File: config.mk
export PLATFORM = sky130hd
export DESIGN_NAME = rct_ctrl
export DESIGN_NICKNAME = d
export VERILOG_FILES = /design/src/rtl/rct_pkg.sv /design/src/rtl/rct_ctrl.sv
export SDC_FILE = /design/constraint.sdc
export NUM_CORES = 1
export LEC_CHECK = 0
export BUFFER_PORTS_ARGS = -buffer_cell sky130_fd_sc_hd__buf_2
export CAP_MARGIN = 25
export CORE_AREA = 2 2 39 41
export DETAILED_ROUTE_END_ITERATION = 8
export DIE_AREA = 0 0 41 43
export HOLD_SLACK_MARGIN = 0.15
export SLEW_MARGIN = 20
export SYNTH_ARGS = -nofsm -noshare
export SYNTH_HDL_FRONTEND = slang
export SYNTH_SLANG_ARGS = --single-unit
File: constraint.sdc
create_clock -name aclk -period 3 [get_ports aclk]
set_clock_uncertainty 0.15 [all_clocks]
set_input_delay 0.6 -clock aclk [delete_from_list [all_inputs] [get_ports aclk]]
set_output_delay 0.6 -clock aclk [all_outputs]
set_load 0.05 [all_outputs]
File: src/rtl/rct_pkg.sv
// ----------------------------------------------------------------------------
// rct_pkg - shared types and codes of the range coverage table
// Command and status codes, field widths, controller states and the
// command/status structs between controller and datapath.
// ----------------------------------------------------------------------------
package rct_pkg;

    localparam int CMD_W    = 3;
    localparam int LEVEL_W  = 11;
    localparam int STATUS_W = 2;
    localparam int FIELD_W  = 32;

    localparam logic [CMD_W-1:0] CMD_CLEAR   = 3'd0;
    localparam logic [CMD_W-1:0] CMD_RECORD  = 3'd1;
    localparam logic [CMD_W-1:0] CMD_SAVE    = 3'd2;
    localparam logic [CMD_W-1:0] CMD_RESTORE = 3'd3;
    localparam logic [CMD_W-1:0] CMD_CHECK   = 3'd4;

    localparam logic [STATUS_W-1:0] STS_OK    = 2'd0;
    localparam logic [STATUS_W-1:0] STS_FULL  = 2'd1;
    localparam logic [STATUS_W-1:0] STS_RANGE = 2'd2;
    localparam logic [STATUS_W-1:0] STS_OVER  = 2'd3;

    typedef enum logic [2:0] {
        ST_INIT,
        ST_IDLE,
        ST_EXEC,
        ST_SCAN,
        ST_RESULT
    } state_t;

    // controller to datapath
    typedef struct packed {
        logic init_we;  // clearing pass: write zero, advance clear address
        logic load;     // capture the input beat
        logic exec;     // apply the captured command
        logic scan;     // walk the table for a check
        logic push;     // hand the result to the output register
    } ctrl_cmd_t;

    // datapath to controller
    typedef struct packed {
        logic clr_last;    // clearing pass at the last entry
        logic is_check;    // captured command is a check
        logic level_zero;  // table empty
        logic scan_done;   // check finished this cycle
    } dp_status_t;

endpackage

File: src/rtl/rct_ctrl.sv
// ----------------------------------------------------------------------------
// rct_ctrl - controller of the range coverage table
// Sequences the clearing pass, command capture, execution, table scan and
// result hand-off.
// ----------------------------------------------------------------------------
module rct_ctrl
    import rct_pkg::*;
(
    input  logic       aclk,
    input  logic       aresetn,
    input  logic       in_valid,
    input  logic       out_free,
    input  dp_status_t stat,
    output logic       in_ready,
    output ctrl_cmd_t  cmd
);

    state_t state_reg;
    state_t state_next;

    always_ff @(posedge aclk) begin
        if (!aresetn) begin
            state_reg <= ST_INIT;
        end else begin
            state_reg <= state_next;
        end
    end

    always_comb begin
        state_next = state_reg;
        unique case (state_reg)
            ST_INIT: begin
                if (stat.clr_last) state_next = ST_IDLE;
            end
            ST_IDLE: begin
                if (in_valid) state_next = ST_EXEC;
            end
            ST_EXEC: begin
                if (stat.is_check && !stat.level_zero) state_next = ST_SCAN;
                else state_next = ST_RESULT;
            end
            ST_SCAN: begin
                if (stat.scan_done) state_next = ST_RESULT;
            end
            ST_RESULT: begin
                if (out_free) state_next = ST_IDLE;
            end
            default: state_next = ST_INIT;
        endcase
    end

    always_comb begin
        cmd         = '0;
        in_ready    = 1'b0;
        unique case (state_reg)
            ST_INIT: begin
                cmd.init_we = 1'b1;
            end
            ST_IDLE: begin
                in_ready = 1'b1;
                cmd.load = in_valid;
            end
            ST_EXEC: begin
                cmd.exec = 1'b1;
            end
            ST_SCAN: begin
                cmd.scan = 1'b1;
            end
            ST_RESULT: begin
                cmd.push = out_free;
            end
            default: begin
                cmd = '0;
            end
        endcase
    end

endmodule

==> results of run 1 <==
Yosys cell counts:
| master | instances |
|---|---|
| dfxtp_1 | 3 |
| mux2i_1 | 1 |
| nand2b_1 | 1 |
| nor3b_1 | 2 |
| o22ai_1 | 1 |
| nor2_1 | 2 |
| buf_2 | 1 |
| nand4b_1 | 1 |
| a21oi_1 | 1 |
| nand2b_2 | 1 |
| nor4b_1 | 1 |
| o21ai_0 | 1 |
| and4bb_2 | 1 |
| nor3_1 | 1 |
| nand2_1 | 2 |
| nor2b_1 | 1 |
| buf_6 | 2 |
| and2_1 | 1 |
| and4bb_1 | 1 |
| a31oi_1 | 1 |
| o21a_1 | 1 |
| nor3b_2 | 2 |
| and3b_2 | 1 |
final cells by class:
| class | count | area, um2 |
|---|---|---|
| fillers | 157 | 1032 |
| flip-flops and latches | 3 | 60.06 |
| well taps | 16 | 20.02 |
| clock buffers | 4 | 26.28 |
| repair buffers | 13 | 65.06 |
| multi-input cells | 24 | 180.2 |
routing by layer:
layer | track usage | wire [um] | part of all wire
met1 | 0.08974 | 243 | 0.43
met2 | 0.09688 | 274 | 0.48
met3 | 0 | 30 | 0.053
met4 | 0.1400 | 19 | 0.034
met5 | 0 | 0 | 0
worst max-delay path: stages (launching register included):
cell	delay [ns]
dfxtp_1	0.51
nor3b_2	0.24
and2_1	0.13
buf_2	0.25
cell families (layout without fill, tap and decap cells):
logic type	after synthesis	in the layout	share of synthesized area
compound gates	5	5	0.1122
mux	1	1	0.03738
buf+inv	3	17	0.1028
flops	3	3	0.2243
simple gates	18	18	0.5234
through the flow:
stage | cell area (um2) | utilization
2_1_floorplan | 267.8 | -
3_3_place_gp | 325.3 | 0.2351
3_5_place_dp | 325.3 | 0.2351
4_1_cts | 351.6 | 0.2541
5_1_grt | 351.6 | 0.2541
6_report | 351.6 | 0.2541
layout by cell type (no fill, tap or decap):
master,n
nor2_1,2
nand2b_1,1
clkbuf_4,3
a31oi_1,1
nor3_1,1
nor3b_1,2
o22ai_1,1
nand2b_2,1
buf_2,13
nor3b_2,2
nand2_1,2
a21oi_1,1
mux2i_1,1
nor4b_1,1
dfxtp_1,3
and2_1,1
o21ai_0,1
and3b_2,1
nor2b_1,1
o21a_1,1
nand4b_1,1
and4bb_2,1
clkbuf_1,1
and4bb_1,1
power by group:
| part | total, W | internal [W] | switching (W) | leakage, nW |
|---|---|---|---|---|
| logic | 0.000152 | 0.0000510 | 0.000101 | 0.119 |
| clock network | 0.0000700 | 0.0000498 | 0.0000202 | 0.0150 |
| registers | 0.0000746 | 0.0000495 | 0.0000252 | 0.0245 |
| total | 0.000296 | 0.000150 | 0.000146 | 0.158 |
how the worst max path moves through the flow:
| stage | from | to | slack [ns] | cells after the start |
|---|---|---|---|---|
| after floorplan | state_reg[1]$_SDFFE_PN0P_ | cmd[3] | 0.56 | 3 |
| after global placement | out_free | cmd[0] | 1.10 | 3 |
| after detailed placement | out_free | cmd[0] | 1.09 | 3 |
| after CTS | state_reg[0]$_SDFFE_PN0P_ | cmd[3] | 0.87 | 3 |
| after global routing | state_reg[0]$_SDFFE_PN0P_ | cmd[3] | 0.77 | 3 |
| final | state_reg[0]$_SDFFE_PN0P_ | cmd[3] | 0.88 | 3 |
==> results.py, run 1 <==
metrics = {
    "routing": {
        "drc": 0,
        "drtAntennaViolNets": 0,
        "wl_um": 567,
        "dr.first_iter.drc_count": 3,
        "viasPerCell": 4.267,
        "dr_total_vias": 256,
        "wl_per_cell_um": 9.450,
        "first_pass_iters": 2,
    },
    "cts": {
        "cts_resized": 0,
        "h-tree-depth": 1,
        "tritoncts": "done",
        "insertion_delay_ns": 0.23,
        "cts_buffers": 3,
        "post_cts_buffers": 0,
        "cts.path.max_buffers": 2,
        "cts_root_buffer": "clkbuf_4",
        "clock_sinks": 3,
        "postCtsHoldBufs": 0,
        "clkTransAtPathRegs_ns": 0.04,
    },
    "cells_and_area": {
        "fin_cells": 60,
        "largest_reg_flops": 3,
        "n_antenna_cell": 0,
        "drive_above_1_share": 0.4773,
        "area_growth_pct": 31.31,
        "nNetsFinal": 53,
    },
    "yosys": {
        "syn_area_um2": 267.8,
        "syn-num-nets": 38,
        "yosysSeqAreaShare": 0.2243,
        "synth.top_cell.area_share": 0.2243,
        "synthCells": 30,
        "yosysWarnings": 0,
        "ys_seq_elements": 3,
        "yosys.cell_types.count": 23,
        "synth.area.top_cells": "dfxtp_1 (22%), nor3b_2 (9.3%), buf_6 (8.4%)",
        "synth_largest_area_cell": "dfxtp_1",
        "syn_area_per_cell_um2": 8.925,
    },
    "setup_path": {
        "reg2reg_to": "state_reg[0]$_SDFFE_PN0P_",
        "r2r.worst_path.cells": 4,
        "arrival_ns": 1.37,
        "cp_data_required_time_ns": 2.25,
        "r2r_slack_ns": 1.62,
        "cp-start-kind": "flop",
        "critPathKind": "reg2out",
        "crit_fanout": 12,
        "r2r-start": "state_reg[2]$_SDFFE_PN0P_",
        "end_kind": "output pin",
    },
    "sta": {
        "setup_violations": 0,
        "setup-tns-final_ns": 0,
        "tightestPinTransition_ns": 0.3682,
        "rsz0062_at_grt": "no",
        "relSlewSlack": 0.7542,
        "finalHoldViolations": 0,
        "fmax_mhz": 472.5,
        "min_period_ns": 2.117,
        "layout_setup_ws_ns": 0.8834,
        "drv_slew": 0,
        "post-route-period-util": 0.7055,
        "whs_ns": 0.4617,
    },
    "power": {
        "p_total_w": 0.0002965,
        "leakagePower_nw": 0.1582,
        "irDropWorstVdd_uv": 232.9,
        "powerDensity_nw_per_um2": 843.3,
    },
    "die": {
        "fp.dieArea_um2": 1763,
        "pin_count": 14,
        "fp.dieW_um": 41,
        "core.rowCount": 14,
        "initial_core_util": 0.1935,
        "core-area_um2": 1384,
        "fp.dieH_um": 43,
    },
    "placed_design": {
        "gp_congestion": 0.6689,
        "pre_cts_slack_ns": 1.092,
        "post-place-cells": 56,
        "io_buffers": 13,
        "dp_hpwl_um": 434.2,
    },
    "hold_path": {
        "hold-path-cell-count": 2,
        "hold_class": "reg2reg",
        "hold_start": "state_reg[0]$_SDFFE_PN0P_",
        "hold-path-endpoint": "state_reg[0]$_SDFFE_PN0P_",
    },
    "global_route": {
        "gr-usage-all-layers": 0.08024,
        "grt_max_degree": 13,
        "grt_pass1_vias": 227,
        "grt_first_pass_wirelength_um": 862,
        "antenna_found_initial": 0,
        "grt.overflow.total": 0,
    },
    "run_status": {
        "outcome": "completed",
    },
    "flow_run": {
        "maxCapViolations": 0,
    },
}
Note: power is estimated with default switching activity, not from simulation.
==> inputs of run 2 (changes only) <==
==> constraint.sdc (replaced) <==
create_clock -name aclk -period 1.8 [get_ports aclk]
set_clock_uncertainty 0.15 [all_clocks]
set_input_delay 0.36 -clock aclk [delete_from_list [all_inputs] [get_ports aclk]]
set_output_delay 0.36 -clock aclk [all_outputs]
set_load 0.05 [all_outputs]
==> run 2 against run 1 <==
  * Via count rose by 7.0%
  * Wire length unchanged
  * Flip-flop and latch count is the same
  * Critical path depth stayed put
==> results.py, run 2 (synthesis gave the netlist of run 1 again) <==
metrics = {
    "routing": {
        "wl_um": 567,
        "dr_total_vias": 274,
        "wl_per_cell_um": 9.295,
        "viasPerCell": 4.492,
        "drtAntennaViolNets": 0,
        "drc": 0,
        "dr.first_iter.drc_count": 6,
        "first_pass_iters": 4,
    },
    "hold_path": {
        "hold-path-cell-count": 2,
        "hold-path-endpoint": "state_reg[2]$_SDFFE_PN0P_",
        "hold_class": "in2reg",
        "hold_start": "aresetn",
    },
    "setup_path": {
        "end_kind": "output pin",
        "r2r.worst_path.cells": 5,
        "crit_fanout": 7,
        "critPathKind": "reg2out",
        "arrival_ns": 1.20,
        "cp-start-kind": "flop",
        "cp_data_required_time_ns": 1.29,
        "r2r-start": "state_reg[0]$_SDFFE_PN0P_",
        "r2r_slack_ns": 0.50,
        "reg2reg_to": "state_reg[0]$_SDFFE_PN0P_",
    },
    "sta": {
        "drv_slew": 0,
        "setup_violations": 0,
        "post-route-period-util": 0.9514,
        "tightestPinTransition_ns": 0.2527,
        "min_period_ns": 1.712,
        "finalHoldViolations": 0,
        "relSlewSlack": 0.8292,
        "fmax_mhz": 583.9,
        "rsz0062_at_grt": "no",
        "layout_setup_ws_ns": 0.08751,
    },
    "placed_design": {
        "pre_cts_slack_ns": 0.2008,
        "dp_hpwl_um": 422.4,
        "gp_congestion": 0.7681,
        "io_buffers": 13,
        "post-place-cells": 57,
    },
    "die": {
        "fp.dieArea_um2": 1763,
        "core.rowCount": 14,
        "pin_count": 14,
        "initial_core_util": 0.1935,
        "fp.dieH_um": 43,
        "core-area_um2": 1384,
        "fp.dieW_um": 41,
    },
    "power": {
        "irDropWorstVdd_uv": 474.7,
        "leakagePower_nw": 0.1689,
        "powerDensity_nw_per_um2": 1399,
    },
    "cts": {
        "h-tree-depth": 1,
        "cts_root_buffer": "clkbuf_4",
        "postCtsHoldBufs": 0,
        "cts.path.max_buffers": 2,
        "clkTransAtPathRegs_ns": 0.04,
        "cts_buffers": 3,
        "clock_sinks": 3,
        "tritoncts": "done",
        "insertion_delay_ns": 0.23,
    },
    "cells_and_area": {
        "largest_reg_flops": 3,
        "final_cell_mix": "buf_2 (13), clkbuf_4 (3), dfxtp_2 (3)",
        "n_antenna_cell": 0,
        "fin_cells": 61,
        "drive_above_1_share": 0.6000,
        "final_common_cell": "buf_2",
        "fin_util": 0.2740,
        "nNetsFinal": 54,
        "area_growth_pct": 41.59,
    },
    "global_route": {
        "grt_max_degree": 13,
        "grt_pass1_vias": 245,
        "grt.overflow.total": 0,
        "antenna_found_initial": 0,
        "grt_first_pass_wirelength_um": 924,
        "gr-usage-all-layers": 0.08526,
    },
    "flow_run": {
        "maxCapViolations": 0,
    },
    "run_status": {
        "outcome": "completed",
    },
}
## run 2: area by class of cell
type	instances	area, um2
clock buffers	4	26.28
fillers	156	1005
multi-input cells	24	196.4
flip-flops and latches	3	63.81
well taps	16	20.02
repair buffers	14	72.57
## run 2: power breakdown
part	internal, W	switching [W]	total [W]
sequential	0.0000862	0.0000387	0.000125
combinational	0.000109	0.000181	0.000290
clock	0.0000829	0.0000324	0.000115
## run 2: per-stage QoR
| stage | area (um2) | power (W) | hold slack [ns] | setup TNS (ns) |
|---|---|---|---|---|
| floorplan | 284.0 | 0.0003696 | 0.3278 | -0.2079 |
| global placement | 349.1 | 0.0004097 | 0.4679 | 0 |
| detailed placement | 349.1 | 0.0004119 | 0.4709 | 0 |
| CTS | 379.1 | 0.0005391 | 0.2262 | 0 |
| global route | 379.1 | 0.0005655 | 0.2462 | 0 |
| finish | 379.1 | 0.0005304 | 0.2370 | 0 |
## run 2: worst max path at each step
stage,start,end,slack (ns),cells after the start
after global placement,state_reg[2]$_SDFFE_PN0P_,cmd[0],0.22,2
after floorplan,state_reg[1]$_SDFFE_PN0P_,cmd[3],-0.21,3
final,state_reg[0]$_SDFFE_PN0P_,cmd[3],0.09,3
after global routing,state_reg[0]$_SDFFE_PN0P_,cmd[3],0.01,3
after CTS,state_reg[0]$_SDFFE_PN0P_,cmd[3],0.07,3
after detailed placement,state_reg[2]$_SDFFE_PN0P_,cmd[0],0.20,2
## run 2: layer usage
layer	vias up	track usage	share of wire
met2	12	0.1094	0.47
met4	0	0.1400	0.034
met3	2	0	0.069
met5	-	0	0
li1	140	-	-
met1	120	0.09295	0.42
## run 2: repair_timing
item | 4_1_cts | 5_1_grt
resized for setup | 3 | 0
buffers inserted | 0 | 0
setup endpoints to repair | 3 | 0
## run 2: critical path, stage by stage, from the launching register on
cell and delay [ns]:
dfxtp_2 0.39, nor3b_4 0.20, and2_1 0.13, buf_2 0.25
==> inputs of run 3 (changes only) <==
--- a/config.mk
+++ b/config.mk
@@ -11,6 +11,7 @@
 export DETAILED_ROUTE_END_ITERATION = 8
 export DIE_AREA = 0 0 41 43
 export HOLD_SLACK_MARGIN = 0.15
+export PLACE_DENSITY_LB_ADDON = 0.1
 export SLEW_MARGIN = 20
 export SYNTH_ARGS = -nofsm -noshare
 export SYNTH_HDL_FRONTEND = slang
==> run 3 against run 2 <==
  * Global-route usage increased by 0.37 points
  * First-iteration DRC count decreased by 100%
  * Wire length increased by 9.2%
  * Final cell count increased by 1.6%
  * Worst setup slack improved by 0.00099 ns
  * Via count decreased by 2.9%
  * Flip-flop and latch count unchanged
  * Critical path depth unchanged
  * Design area increased by 2.3%
  * Clock power about the same
  * Sequential share of layout area decreased by 0.70 points
  * Register-to-register slack got worse by 0.16 ns
==> results.py, run 3 (synthesis gave the netlist of run 1 again) <==
metrics = {
    "global_route": {
        "grt_first_pass_wirelength_um": 1035,
        "grt_max_degree": 13,
        "grt_pass1_vias": 268,
        "antenna_found_initial": 0,
        "grt.overflow.total": 0,
        "gr-usage-all-layers": 0.08900,
    },
    "power": {
        "irDropWorstVdd_uv": 422.5,
        "p_sw_w": 0.0002508,
        "p_int_w": 0.0002817,
        "power.share.sequential": 0.234,
        "power_frac_comb": 0.551,
        "switching_share": 0.4710,
        "p_clk_frac": 0.215,
        "leakagePower_nw": 0.1734,
        "powerDensity_nw_per_um2": 1373,
    },
    "cells_and_area": {
        "drive_above_1_share": 0.5870,
        "final_common_cell": "buf_2",
        "fin_util": 0.2803,
        "area_growth_pct": 44.86,
        "n_antenna_cell": 0,
        "largest_reg_flops": 3,
        "nNetsFinal": 55,
        "final_cell_mix": "buf_2 (12), clkbuf_4 (4)",
    },
    "cts": {
        "cts_root_buffer": "clkbuf_4",
        "cts_buffers": 3,
        "h-tree-depth": 1,
        "postCtsHoldBufs": 0,
        "cts.path.max_buffers": 2,
        "clkTransAtPathRegs_ns": 0.03,
        "insertion_delay_ns": 0.23,
        "tritoncts": "done",
        "clock_sinks": 3,
    },
    "die": {
        "initial_core_util": 0.1935,
        "fp.dieArea_um2": 1763,
        "fp.dieH_um": 43,
        "fp.dieW_um": 41,
        "core.rowCount": 14,
        "pin_count": 14,
        "core-area_um2": 1384,
    },
    "placed_design": {
        "dp_hpwl_um": 478.3,
        "pre_cts_slack_ns": 0.1914,
        "gp_congestion": 0.6912,
        "io_buffers": 13,
    },
    "setup_path": {
        "arrival_ns": 1.20,
        "critPathSlowestCell": "dfxtp_2",
        "crit_buf_inv": 2,
        "crit_family": "flip-flops",
        "critPathKind": "reg2out",
        "cp-start-kind": "flop",
        "critPathLaunch": "state_reg[0]$_SDFFE_PN0P_",
        "end_kind": "output pin",
        "cp_slowest_stage_delay_ns": 0.40,
        "r2r_slack_ns": 0.34,
        "endpoint": "cmd[1]",
        "crit_fanout": 10,
        "r2r.worst_path.cells": 5,
        "r2r-start": "state_reg[2]$_SDFFE_PN0P_",
        "cp_data_required_time_ns": 1.29,
        "cp.depth": 3,
        "worstPathCellList": "buf_4 > and3b_2 > buf_2",
        "reg2reg_to": "state_reg[0]$_SDFFE_PN0P_",
    },
    "sta": {
        "min_period_ns": 1.711,
        "setup-tns-final_ns": 0,
        "post-route-period-util": 0.9508,
        "relSlewSlack": 0.8211,
        "drv_slew": 0,
        "rsz0062_at_grt": "no",
        "fmax_mhz": 584.3,
        "tightestPinTransition_ns": 0.2680,
        "layout_setup_ws_ns": 0.08851,
        "finalHoldViolations": 0,
        "setup_violations": 0,
    },
    "routing": {
        "drc": 0,
        "dr_total_vias": 266,
        "drtAntennaViolNets": 0,
        "wl_um": 619,
        "first_pass_iters": 1,
        "wl_per_cell_um": 9.984,
        "viasPerCell": 4.290,
        "dr.first_iter.drc_count": 0,
    },
    "flow_run": {
        "maxCapViolations": 0,
    },
    "run_status": {
        "outcome": "completed",
    },
    "hold_path": {
        "hold_class": "in2reg",
    },
}
-- run 3: worst min-delay path by stage --
stage,from,endpoint,cells after the start
2_1_floorplan,aresetn,state_reg[2]$_SDFFE_PN0P_,1
5_1_grt,aresetn,state_reg[2]$_SDFFE_PN0P_,2
6_report,aresetn,state_reg[2]$_SDFFE_PN0P_,2
4_1_cts,aresetn,state_reg[2]$_SDFFE_PN0P_,2
3_3_place_gp,state_reg[0]$_SDFFE_PN0P_,state_reg[0]$_SDFFE_PN0P_,2
3_5_place_dp,state_reg[0]$_SDFFE_PN0P_,state_reg[0]$_SDFFE_PN0P_,2
-- run 3: repair_timing --
action | in CTS | in global routing
pin swaps | 0 | 0
setup buffers | 0 | 0
resized for setup | 2 | 1
setup endpoints to repair | 3 | 1
-- run 3: final cells by class --
| class | instances | area (um2) |
|---|---|---|
| clock buffer | 4 | 26.28 |
| timing repair buffer | 15 | 82.58 |
| tap | 16 | 20.02 |
| fill | 152 | 996.0 |
| sequential | 3 | 62.56 |
| multi-input combinational | 24 | 196.4 |
-- run 3: power groups by stage --
stage | Clock, W | Combinational, W | Sequential (W)
2_1_floorplan | 0 | 0.000278 | 0.0000919
3_5_place_dp | 0 | 0.000293 | 0.000122
5_1_grt | 0.000132 | 0.000318 | 0.000130
4_1_cts | 0.000122 | 0.000294 | 0.000125
6_report | 0.000114 | 0.000294 | 0.000124
3_3_place_gp | 0 | 0.000291 | 0.000121
-- run 3: per-layer routing --
layer / part of all wire / global-route usage / vias up
li1: - / - / 141
met1: 0.45 / 0.1016 / 118
met2: 0.50 / 0.1219 / 7
met3: 0.044 / 0.01571 / 0
met4: 0 / 0.1000 / 0
met5: 0 / 0 / -
-- run 3: metrics by stage --
stage                     total power (W)  area, um2  cells  hold WS, ns
after CTS                       0.0005400      385.4     62       0.2368
final                           0.0005325      387.9     62       0.2418
after global placement          0.0004123      356.6     58       0.4188
after floorplan                 0.0003696      284.0     30       0.3278
after global routing            0.0005792      387.9     62       0.2458
after detailed placement        0.0004149      356.6     58       0.4455
